$ cat src/sv/aligned_write_splitter_assert.svh
// assertion macros shared by the aligned write splitter modules
`ifndef ALIGNED_WRITE_SPLITTER_ASSERT_SVH
`define ALIGNED_WRITE_SPLITTER_ASSERT_SVH

// same-cycle implication, checked on every rising edge outside reset
`define AWS_ASSERT_NOW(label, ante, cons, msg) \
  label: assert property (@(posedge clk) disable iff (rst) (ante) |-> (cons)) else $error(msg);

// next-cycle implication, checked on every rising edge outside reset
`define AWS_ASSERT_NEXT(label, ante, cons, msg) \
  label: assert property (@(posedge clk) disable iff (rst) (ante) |=> (cons)) else $error(msg);

`endif

$ cat src/sv/aws_pkg.sv
// shared types and constants for the aligned write splitter
package aws_pkg;

  // transfer limits and field widths
  localparam int MAX_BYTES   = 64;
  localparam int CNT_W       = 7;
  localparam int CHUNK_BYTES = 8;
  localparam int CHUNK_W     = 4;
  localparam int ADDR_W      = 32;
  localparam int CORE_ID_W   = 12;
  localparam int LOCAL_SHIFT = 20;

  localparam logic [CORE_ID_W-1:0] CORE_ID_RESET = 12'd2056;
  localparam logic [CNT_W-1:0]     MAX_COUNT     = CNT_W'(MAX_BYTES);
  localparam logic [CNT_W-1:0]     CHUNK_COUNT   = CNT_W'(CHUNK_BYTES);

  // write control byte of a mesh packet
  typedef enum logic [2:0] {
    MODE_BYTE   = 3'd1,
    MODE_HALF   = 3'd3,
    MODE_WORD   = 3'd5,
    MODE_DOUBLE = 3'd7
  } mode_t;

  // request item
  typedef struct packed {
    logic              kind;
    logic [ADDR_W-1:0] dest_address;
    logic [ADDR_W-1:0] source_address;
    logic [CNT_W-1:0]  byte_count;
  } req_t;

  // packet item
  typedef struct packed {
    logic [ADDR_W-1:0] packet_address;
    logic [ADDR_W-1:0] payload_address;
    logic [2:0]        mode_code;
    logic              zero_payload;
    logic              last_packet;
  } pkt_t;

  // controller to datapath
  typedef struct packed {
    logic load;
    logic step;
  } cmd_t;

  // datapath to controller
  typedef struct packed {
    logic empty;
    logic last;
  } stat_t;

  // controller states
  typedef enum logic {
    ST_IDLE,
    ST_RUN
  } state_t;

  // byte size of a packet mode
  function automatic logic [CNT_W-1:0] mode_bytes(input mode_t mode);
    logic [CNT_W-1:0] bytes;
    case (mode)
      MODE_BYTE:   bytes = CNT_W'(1);
      MODE_HALF:   bytes = CNT_W'(2);
      MODE_WORD:   bytes = CNT_W'(4);
      MODE_DOUBLE: bytes = CNT_W'(8);
      default:     bytes = CNT_W'(1);
    endcase
    return bytes;
  endfunction

endpackage

$ cat src/sv/aws_ctrl.sv
// controller state machine of the aligned write splitter
module aws_ctrl
  import aws_pkg::*;
(
  input  logic  clk,
  input  logic  rst,
  input  logic  start,
  input  stat_t stat,
  output cmd_t  cmd,
  output logic  busy
);

  state_t state;
  state_t state_next;

  // state register
  always_ff @(posedge clk) begin
    if (rst) begin
      state <= ST_IDLE;
    end else begin
      state <= state_next;
    end
  end

  // next state and commands
  always_comb begin
    state_next = state;
    cmd        = '0;
    busy       = 1'b0;
    case (state)
      ST_IDLE: begin
        if (start) begin
          cmd.load = 1'b1;
          if (!stat.empty) begin
            state_next = ST_RUN;
          end
        end
      end
      ST_RUN: begin
        busy     = 1'b1;
        cmd.step = 1'b1;
        if (stat.last) begin
          state_next = ST_IDLE;
        end
      end
      default: begin
        state_next = ST_IDLE;
      end
    endcase
  end

  `include "aligned_write_splitter_assert.svh"

  `AWS_ASSERT_NEXT(a_last_ends_run, cmd.step && stat.last, state == ST_IDLE, "run did not end on last packet")
  `AWS_ASSERT_NEXT(a_load_starts_run, cmd.load && !stat.empty, state == ST_RUN, "nonempty item did not start a run")

endmodule

$ cat src/sv/aws_dp.sv
// datapath of the aligned write splitter: address, count and packet size
module aws_dp
  import aws_pkg::*;
(
  input  logic                 clk,
  input  logic                 rst,
  input  logic                 cfg_wr_en,
  input  logic [CORE_ID_W-1:0] cfg_wr_data,
  input  req_t                 request,
  input  cmd_t                 cmd,
  output stat_t                stat,
  output pkt_t                 result
);

  logic [CORE_ID_W-1:0] core_id;
  logic                 clear;
  logic [ADDR_W-1:0]    dst;
  logic [ADDR_W-1:0]    src;
  logic [CNT_W-1:0]     remain;
  logic [CHUNK_W-1:0]   chunk;

  logic [CNT_W-1:0]     sat_count;
  logic [ADDR_W-1:0]    reloc_dst;
  logic [CNT_W-1:0]     avail;
  logic [1:0]           diff;
  mode_t                mode;
  logic [CNT_W-1:0]     size;
  logic [CNT_W-1:0]     remain_next;
  logic                 chunk_end;

  // core id register
  always_ff @(posedge clk) begin
    if (rst) begin
      core_id <= CORE_ID_RESET;
    end else if (cfg_wr_en) begin
      core_id <= cfg_wr_data;
    end
  end

  // saturate count and relocate a local destination
  always_comb begin
    sat_count = (request.byte_count > MAX_COUNT) ? MAX_COUNT : request.byte_count;
    reloc_dst = request.dest_address;
    if (request.dest_address[ADDR_W-1:LOCAL_SHIFT] == '0) begin
      reloc_dst[ADDR_W-1:LOCAL_SHIFT] = core_id;
    end
  end

  // packet size from shared alignment and bytes left in this split
  always_comb begin
    avail = clear ? CNT_W'(chunk) : remain;
    diff  = dst[1:0] ^ src[1:0];
    mode  = MODE_BYTE;
    if (diff[0] || dst[0]) begin
      mode = MODE_BYTE;
    end else if (diff[1] || dst[1]) begin
      mode = (avail > CNT_W'(1)) ? MODE_HALF : MODE_BYTE;
    end else if (avail >= CNT_W'(8)) begin
      mode = MODE_DOUBLE;
    end else if (avail >= CNT_W'(4)) begin
      mode = MODE_WORD;
    end else if (avail >= CNT_W'(2)) begin
      mode = MODE_HALF;
    end
    size        = mode_bytes(mode);
    remain_next = remain - size;
    chunk_end   = (CNT_W'(chunk) == size);
  end

  // transfer registers
  always_ff @(posedge clk) begin
    if (cmd.load) begin
      clear  <= request.kind;
      dst    <= reloc_dst;
      src    <= request.kind ? '0 : request.source_address;
      remain <= sat_count;
      chunk  <= (sat_count > CHUNK_COUNT) ? CHUNK_W'(CHUNK_BYTES) : sat_count[CHUNK_W-1:0];
    end else if (cmd.step) begin
      dst    <= dst + ADDR_W'(size);
      remain <= remain_next;
      if (clear && chunk_end) begin
        // next clear chunk restarts from an 8-aligned zero source
        src   <= '0;
        chunk <= (remain_next > CHUNK_COUNT) ? CHUNK_W'(CHUNK_BYTES)
                                             : remain_next[CHUNK_W-1:0];
      end else begin
        src   <= src + ADDR_W'(size);
        chunk <= chunk - size[CHUNK_W-1:0];
      end
    end
  end

  // status and packet fields
  always_comb begin
    stat.empty             = (sat_count == '0);
    stat.last              = (remain == size);
    result.packet_address  = dst;
    result.payload_address = clear ? '0 : src;
    result.mode_code       = mode;
    result.zero_payload    = clear;
    result.last_packet     = (remain == size);
  end

  `include "aligned_write_splitter_assert.svh"

  `AWS_ASSERT_NOW(a_no_underflow, cmd.step, remain >= size, "packet larger than bytes left")
  `AWS_ASSERT_NOW(a_wide_aligned, cmd.step && (mode == MODE_WORD || mode == MODE_DOUBLE), dst[1:0] == 2'b00, "word packet not word aligned")
  `AWS_ASSERT_NOW(a_chunk_live, cmd.step && clear, chunk != '0 && CNT_W'(chunk) >= size, "clear chunk exhausted")

endmodule

$ cat src/sv/aligned_write_splitter.sv
// top level of the aligned write splitter
//
//  channel   direction  handshake               payload
//  request   in         start high, busy low    req_t
//  result    out        result_strobe one cycle pkt_t
//  config    in         cfg_wr_en               cfg_wr_data (core id)
//
// an item is taken on start while idle, then one packet leaves per cycle;
// packets per item range 0..64 (8 for a clear of 64 aligned bytes, 64 for
// unaligned byte copies). busy is high while packets remain.
// synchronous reset idles the block and sets core id to 2056.
// results cannot be stalled; a zero byte count returns to idle at once.
module aligned_write_splitter
  import aws_pkg::*;
(
  input  logic                 clk,
  input  logic                 rst,
  input  logic                 start,
  output logic                 busy,
  input  req_t                 request,
  input  logic                 cfg_wr_en,
  input  logic [CORE_ID_W-1:0] cfg_wr_data,
  output logic                 result_strobe,
  output pkt_t                 result
);

  cmd_t  cmd;
  stat_t stat;

  // sequencing
  aws_ctrl u_ctrl (
    .clk   (clk),
    .rst   (rst),
    .start (start),
    .stat  (stat),
    .cmd   (cmd),
    .busy  (busy)
  );

  // addresses and packet sizes
  aws_dp u_dp (
    .clk         (clk),
    .rst         (rst),
    .cfg_wr_en   (cfg_wr_en),
    .cfg_wr_data (cfg_wr_data),
    .request     (request),
    .cmd         (cmd),
    .stat        (stat),
    .result      (result)
  );

  // one packet per step cycle
  assign result_strobe = cmd.step;

endmodule
$ cat config.mk
export PLATFORM = sky130hd
export DESIGN_NAME = aligned_write_splitter
export DESIGN_NICKNAME = d
export VERILOG_FILES = /design/src/sv/aws_pkg.sv /design/src/sv/aws_ctrl.sv /design/src/sv/aws_dp.sv /design/src/sv/aligned_write_splitter.sv
export VERILOG_INCLUDE_DIRS = /design/src /design/src/sv
export SDC_FILE = /design/constraint.sdc
export NUM_CORES = 1
export LEC_CHECK = 0
export ABC_AREA = 1
export BUFFER_PORTS_ARGS = -buffer_cell sky130_fd_sc_hd__buf_2
export CAP_MARGIN = 15
export CORE_MARGIN = 2
export CORE_UTILIZATION = 40
export CTS_BUF_LIST = sky130_fd_sc_hd__clkbuf_4
export CTS_CLUSTER_SIZE = 14
export DETAILED_ROUTE_END_ITERATION = 6
export PLACE_DENSITY = 0.66
export SLEW_MARGIN = 0
export SYNTH_ARGS = -nofsm -noshare
export SYNTH_HDL_FRONTEND = slang
export SYNTH_HIERARCHICAL = 1
export SYNTH_SLANG_ARGS = --single-unit
$ cat constraint.sdc
create_clock -name clk -period 3.1 [get_ports clk]
set_input_delay 0.155 -clock clk [delete_from_list [all_inputs] [get_ports clk]]
set_output_delay 0.155 -clock clk [all_outputs]
set_load 0.02 [all_outputs]
==> qor.log <==
[outcome] result of the run finished clean
[setup_path] kind of end point of the critical path flop
[placed_design] last weighted congestion value of the routability-driven placer 0.912
[sta] Slew Limit Headroom 0.657
[clock_network] insertion delay of the later-clocked pin in the worst-skew pair 0.48 ns
[yosys] Synth Register Bits 89
[detailed_routing] starting DRC count in detailed routing 659
[detailed_routing] final wirelength 20,600 µm
[setup_path] Crit path buffers/inverters 5
[yosys] net count after synthesis 1,044
[placed_design] worst-case setup slack after placement 0.0811 ns
[setup_path] Worst path top cell family by delay buffers and inverters
[yosys] EDFF count, synth 76
[grt] global-route wire length before repair 32,500 µm
[setup_path] category of the most critical setup path flop to flop
[floorplan] Die Span X 133 µm
[sta] endpoints failing hold 0
[yosys] number of different library cells in the post-synthesis netlist 47
[placed_design] standard cell area after detailed placement 7680 µm²
[hold_path] min-delay worst type input port to flop
[placed_design] Detail Placement HPWL 15,400 µm
[sta] fmax 335 MHz
[grt] vias in the first global route 6,684
[sta] number of slew-limit violations in the final report 0
[finish] share of cells above drive strength 1 0.224
[setup_path] series of cell instances along the critical path buf_4 -> nand2_1 -> o21ai_1 -> nand3_1 -> nand3_2 -> buf_4 -> nor2_4 -> inv_1 -> ha_4 -> nand3_1 -> nor3_4 -> inv_1 -> nand2_1 -> a21oi_2 -> dlygate4sd3_1
[floorplan] area enclosed by the die boundary 17,600 µm²
[sta] worst slew pin tran 0.511 ns
[sta] period utilisation layout 0.962
[sta] skew final 0.0264 ns
[floorplan] vertical die dimension 133 µm
[power_and_ir_drop] power density of the placed cells 631 nW/µm²
[clock_network] # clock sinks 89
[clock_network] CTS Buffer Depth 2
[power_and_ir_drop] peak supply drop 0.286 mV
[floorplan] placeable core region 16,300 µm²
[clock_network] Clock Root Buffer sky130_fd_sc_hd__clkbuf_4
[finish] final net count 1,292
[grt] largest net degree at the start of global routing 36
[setup_path] largest stage delay on the critical path 0.54 ns
[floorplan] Initial Utilization 0.405
[placed_design] Cell Count Post-Placement 1,306
[setup_path] WP data required 3.49 ns
[detailed_routing] number of search-and-repair iterations in the first detailed-routing pass 5
[grt] number of antenna violations at the first check in global routing 1
[detailed_routing] routed length per placed instance 14.6 µm
[sta] unrepaired setup endpoints after global routing true
[yosys] async set-reset flop share out of synthesis 0
[finish] post-route non-filler standard cell count 1,414
[sta] worst path setup slack after routing 0.118 ns
[clock_network] number of buffers inserted during clock tree synthesis 9
[job] reported max-cap violation count 0
[power_and_ir_drop] leakage power 0.00408 µW
[detailed_routing] Antenna Nets Post-Route 0
[detailed_routing] number of vias per cell 5.11
[grt] leftover overflow at the end of global routing 0
[placed_design] IO Port Bufs 157
[yosys] prevailing post-synth register cell sky130_fd_sc_hd__edfxtp_1
[yosys] Post-Synthesis Cells 940
[floorplan] Ports 159
[detailed_routing] DRC Markers 0
[yosys] syn avg cell area 7.04 µm²
[detailed_routing] total via count after detailed routing 7,220
[yosys] proportion of synthesized chip area in sequential cells 0.384
[setup_path] data arrival time of the worst path 3.37 ns
[power_and_ir_drop] Overall Power 5600 µW
[grt] global-route usage over all layers 0.230
[clock_network] htree depth 3
[sta] post-layout min period 2.98 ns
[finish] cell area after layout 8860 µm²
[sta] Fin Setup TNS 0 ns
[setup_path] Critical-path top delay cell sky130_fd_sc_hd__dlygate4sd3_1
[setup_path] Worst Path Max Fanout 5
[clock_network] clock slew at the register clock pins of the worst setup and hold paths 0.16 ns
[yosys] YS warnings 6
[floorplan] number of placement rows 47
[yosys] cell area after synthesis 6620 µm²
[clock_network] clock tree from TritonCTS done
[sta] Setup violations, final 0
[setup_path] startpoint type of the worst setup path flop
[finish] area grow syn2layout 34.0%
## power breakdown
part | total (µW) | internal (µW) | leakage, µW | switching (µW)
clock network | 767 | 328 | 0.0000913 | 439
logic | 2840 | 1120 | 0.00311 | 1720
registers | 1990 | 1700 | 0.000872 | 287
total | 5600 | 3150 | 0.00408 | 2450
## final cells by class
cell class,count,area (µm²)
repair buffers,263,1800
fillers,1597,7480
diodes,1,2.50
clock inverters,7,90.1
well taps,220,275
clock buffers,9,67.6
multi-input cells,698,3610
inverters,127,482
flip-flops and latches,89,2540
## Yosys cell counts (6+ instances only)
library cell | count | area (µm²)
sky130_fd_sc_hd__nor2_1 | 132 | 495
sky130_fd_sc_hd__edfxtp_1 | 76 | 2280
sky130_fd_sc_hd__inv_1 | 122 | 458
sky130_fd_sc_hd__dfxtp_1 | 13 | 260
sky130_fd_sc_hd__nand4_1 | 25 | 156
sky130_fd_sc_hd__a21oi_1 | 24 | 120
sky130_fd_sc_hd__ha_1 | 12 | 150
sky130_fd_sc_hd__o21ai_1 | 10 | 50.1
sky130_fd_sc_hd__xnor2_1 | 10 | 87.6
sky130_fd_sc_hd__o21ai_0 | 60 | 300
sky130_fd_sc_hd__clkbuf_1 | 15 | 56.3
sky130_fd_sc_hd__nand2_2 | 14 | 87.6
sky130_fd_sc_hd__nor3_1 | 25 | 125
sky130_fd_sc_hd__nand3_2 | 6 | 60.1
sky130_fd_sc_hd__nor4_1 | 9 | 56.3
sky130_fd_sc_hd__o21bai_1 | 6 | 45.0
sky130_fd_sc_hd__xor2_1 | 6 | 52.6
sky130_fd_sc_hd__nand2_1 | 255 | 957
sky130_fd_sc_hd__nand3_1 | 57 | 285
## worst paths after layout
kind               startpoint                to  slack, ns  cells past startpoint
min               request[68]      u_dp/dst[29]       0.03                      3
max                u_dp/clear      u_ctrl/state       0.12                     15
max reg2reg        u_dp/clear      u_ctrl/state       0.12                     15
min reg2reg  u_dp/core_id[10]  u_dp/core_id[10]       0.47                      2
## worst register-to-register path: cells and delay by family, from the launching register on
| kind | cells | cell delay [ns] |
|---|---|---|
| AOI/OAI and AO/OA | 2 | 0.12 |
| and+or+nand+nor | 7 | 0.91 |
| DFF | 1 | 0.49 |
| adders and majority gates | 1 | 0.31 |
| buffers and inverters | 5 | 1.05 |
## sequential cells by signal (all words and copies together), names as in the netlist
register,count
u_ctrl/state,1
u_dp/dst,32
u_dp/src,32
u_dp/clear,1
u_dp/core_id,12
u_dp/chunk,4
u_dp/remain,7
## logic make-up after synthesis
family | synth area share
and+or+nand+nor | 0.357
buffers and inverters | 0.0927
xor gates and xnor gates | 0.0236
DFF | 0.384
AOI/OAI and AO/OA | 0.107
other | 0.000567
adders and majority gates | 0.0348
## metrics by stage
stage / hold slack, ns / util
6_report: 0.0350 / 0.542
5_1_grt: 0.0276 / 0.542
4_1_cts: 0.00173 / 0.526
3_5_place_dp: 0.370 / 0.470
3_3_place_gp: 0.367 / 0.470
2_1_floorplan: 0.217 / -
## timing repair
action	4_1_cts	5_1_grt
pin swaps	1	13
hold endpoints to repair	67	0
gates resized for setup	2	37
setup endpoints to repair	1	56
setup buffers	2	16
hold buffers	73	0
## cell usage in the layout (no fill, tap or decap), types with 6 or more instances in the layout
master	count
sky130_fd_sc_hd__dlygate4sd3_1	73
sky130_fd_sc_hd__a21oi_1	23
sky130_fd_sc_hd__nand3_2	8
sky130_fd_sc_hd__o21ai_1	12
sky130_fd_sc_hd__nand2_2	11
sky130_fd_sc_hd__xnor2_1	10
sky130_fd_sc_hd__nand3_1	54
sky130_fd_sc_hd__xor2_1	6
sky130_fd_sc_hd__nor2_4	7
sky130_fd_sc_hd__dfxtp_1	13
sky130_fd_sc_hd__nor3_1	24
sky130_fd_sc_hd__inv_1	118
sky130_fd_sc_hd__nor4_1	9
sky130_fd_sc_hd__inv_2	8
sky130_fd_sc_hd__nand2_4	6
sky130_fd_sc_hd__buf_2	156
sky130_fd_sc_hd__nor2_1	127
sky130_fd_sc_hd__edfxtp_1	76
sky130_fd_sc_hd__o21ai_0	58
sky130_fd_sc_hd__buf_4	30
sky130_fd_sc_hd__nand2_1	253
sky130_fd_sc_hd__nand4_1	25
sky130_fd_sc_hd__clkbuf_4	9
sky130_fd_sc_hd__ha_1	10
sky130_fd_sc_hd__o21bai_1	6
## metal layers
metal / wire [µm] / share of wire / up-vias / GRT usage
met4: 408 / 0.020 / 0 / 0.0765
met2: 9700 / 0.47 / 243 / 0.383
met1: 9280 / 0.45 / 3361 / 0.305
li1: - / - / 3591 / -
met3: 1200 / 0.058 / 25 / 0.0364
met5: 0 / 0 / - / 0
Note: power is estimated with default switching activity, not from simulation.
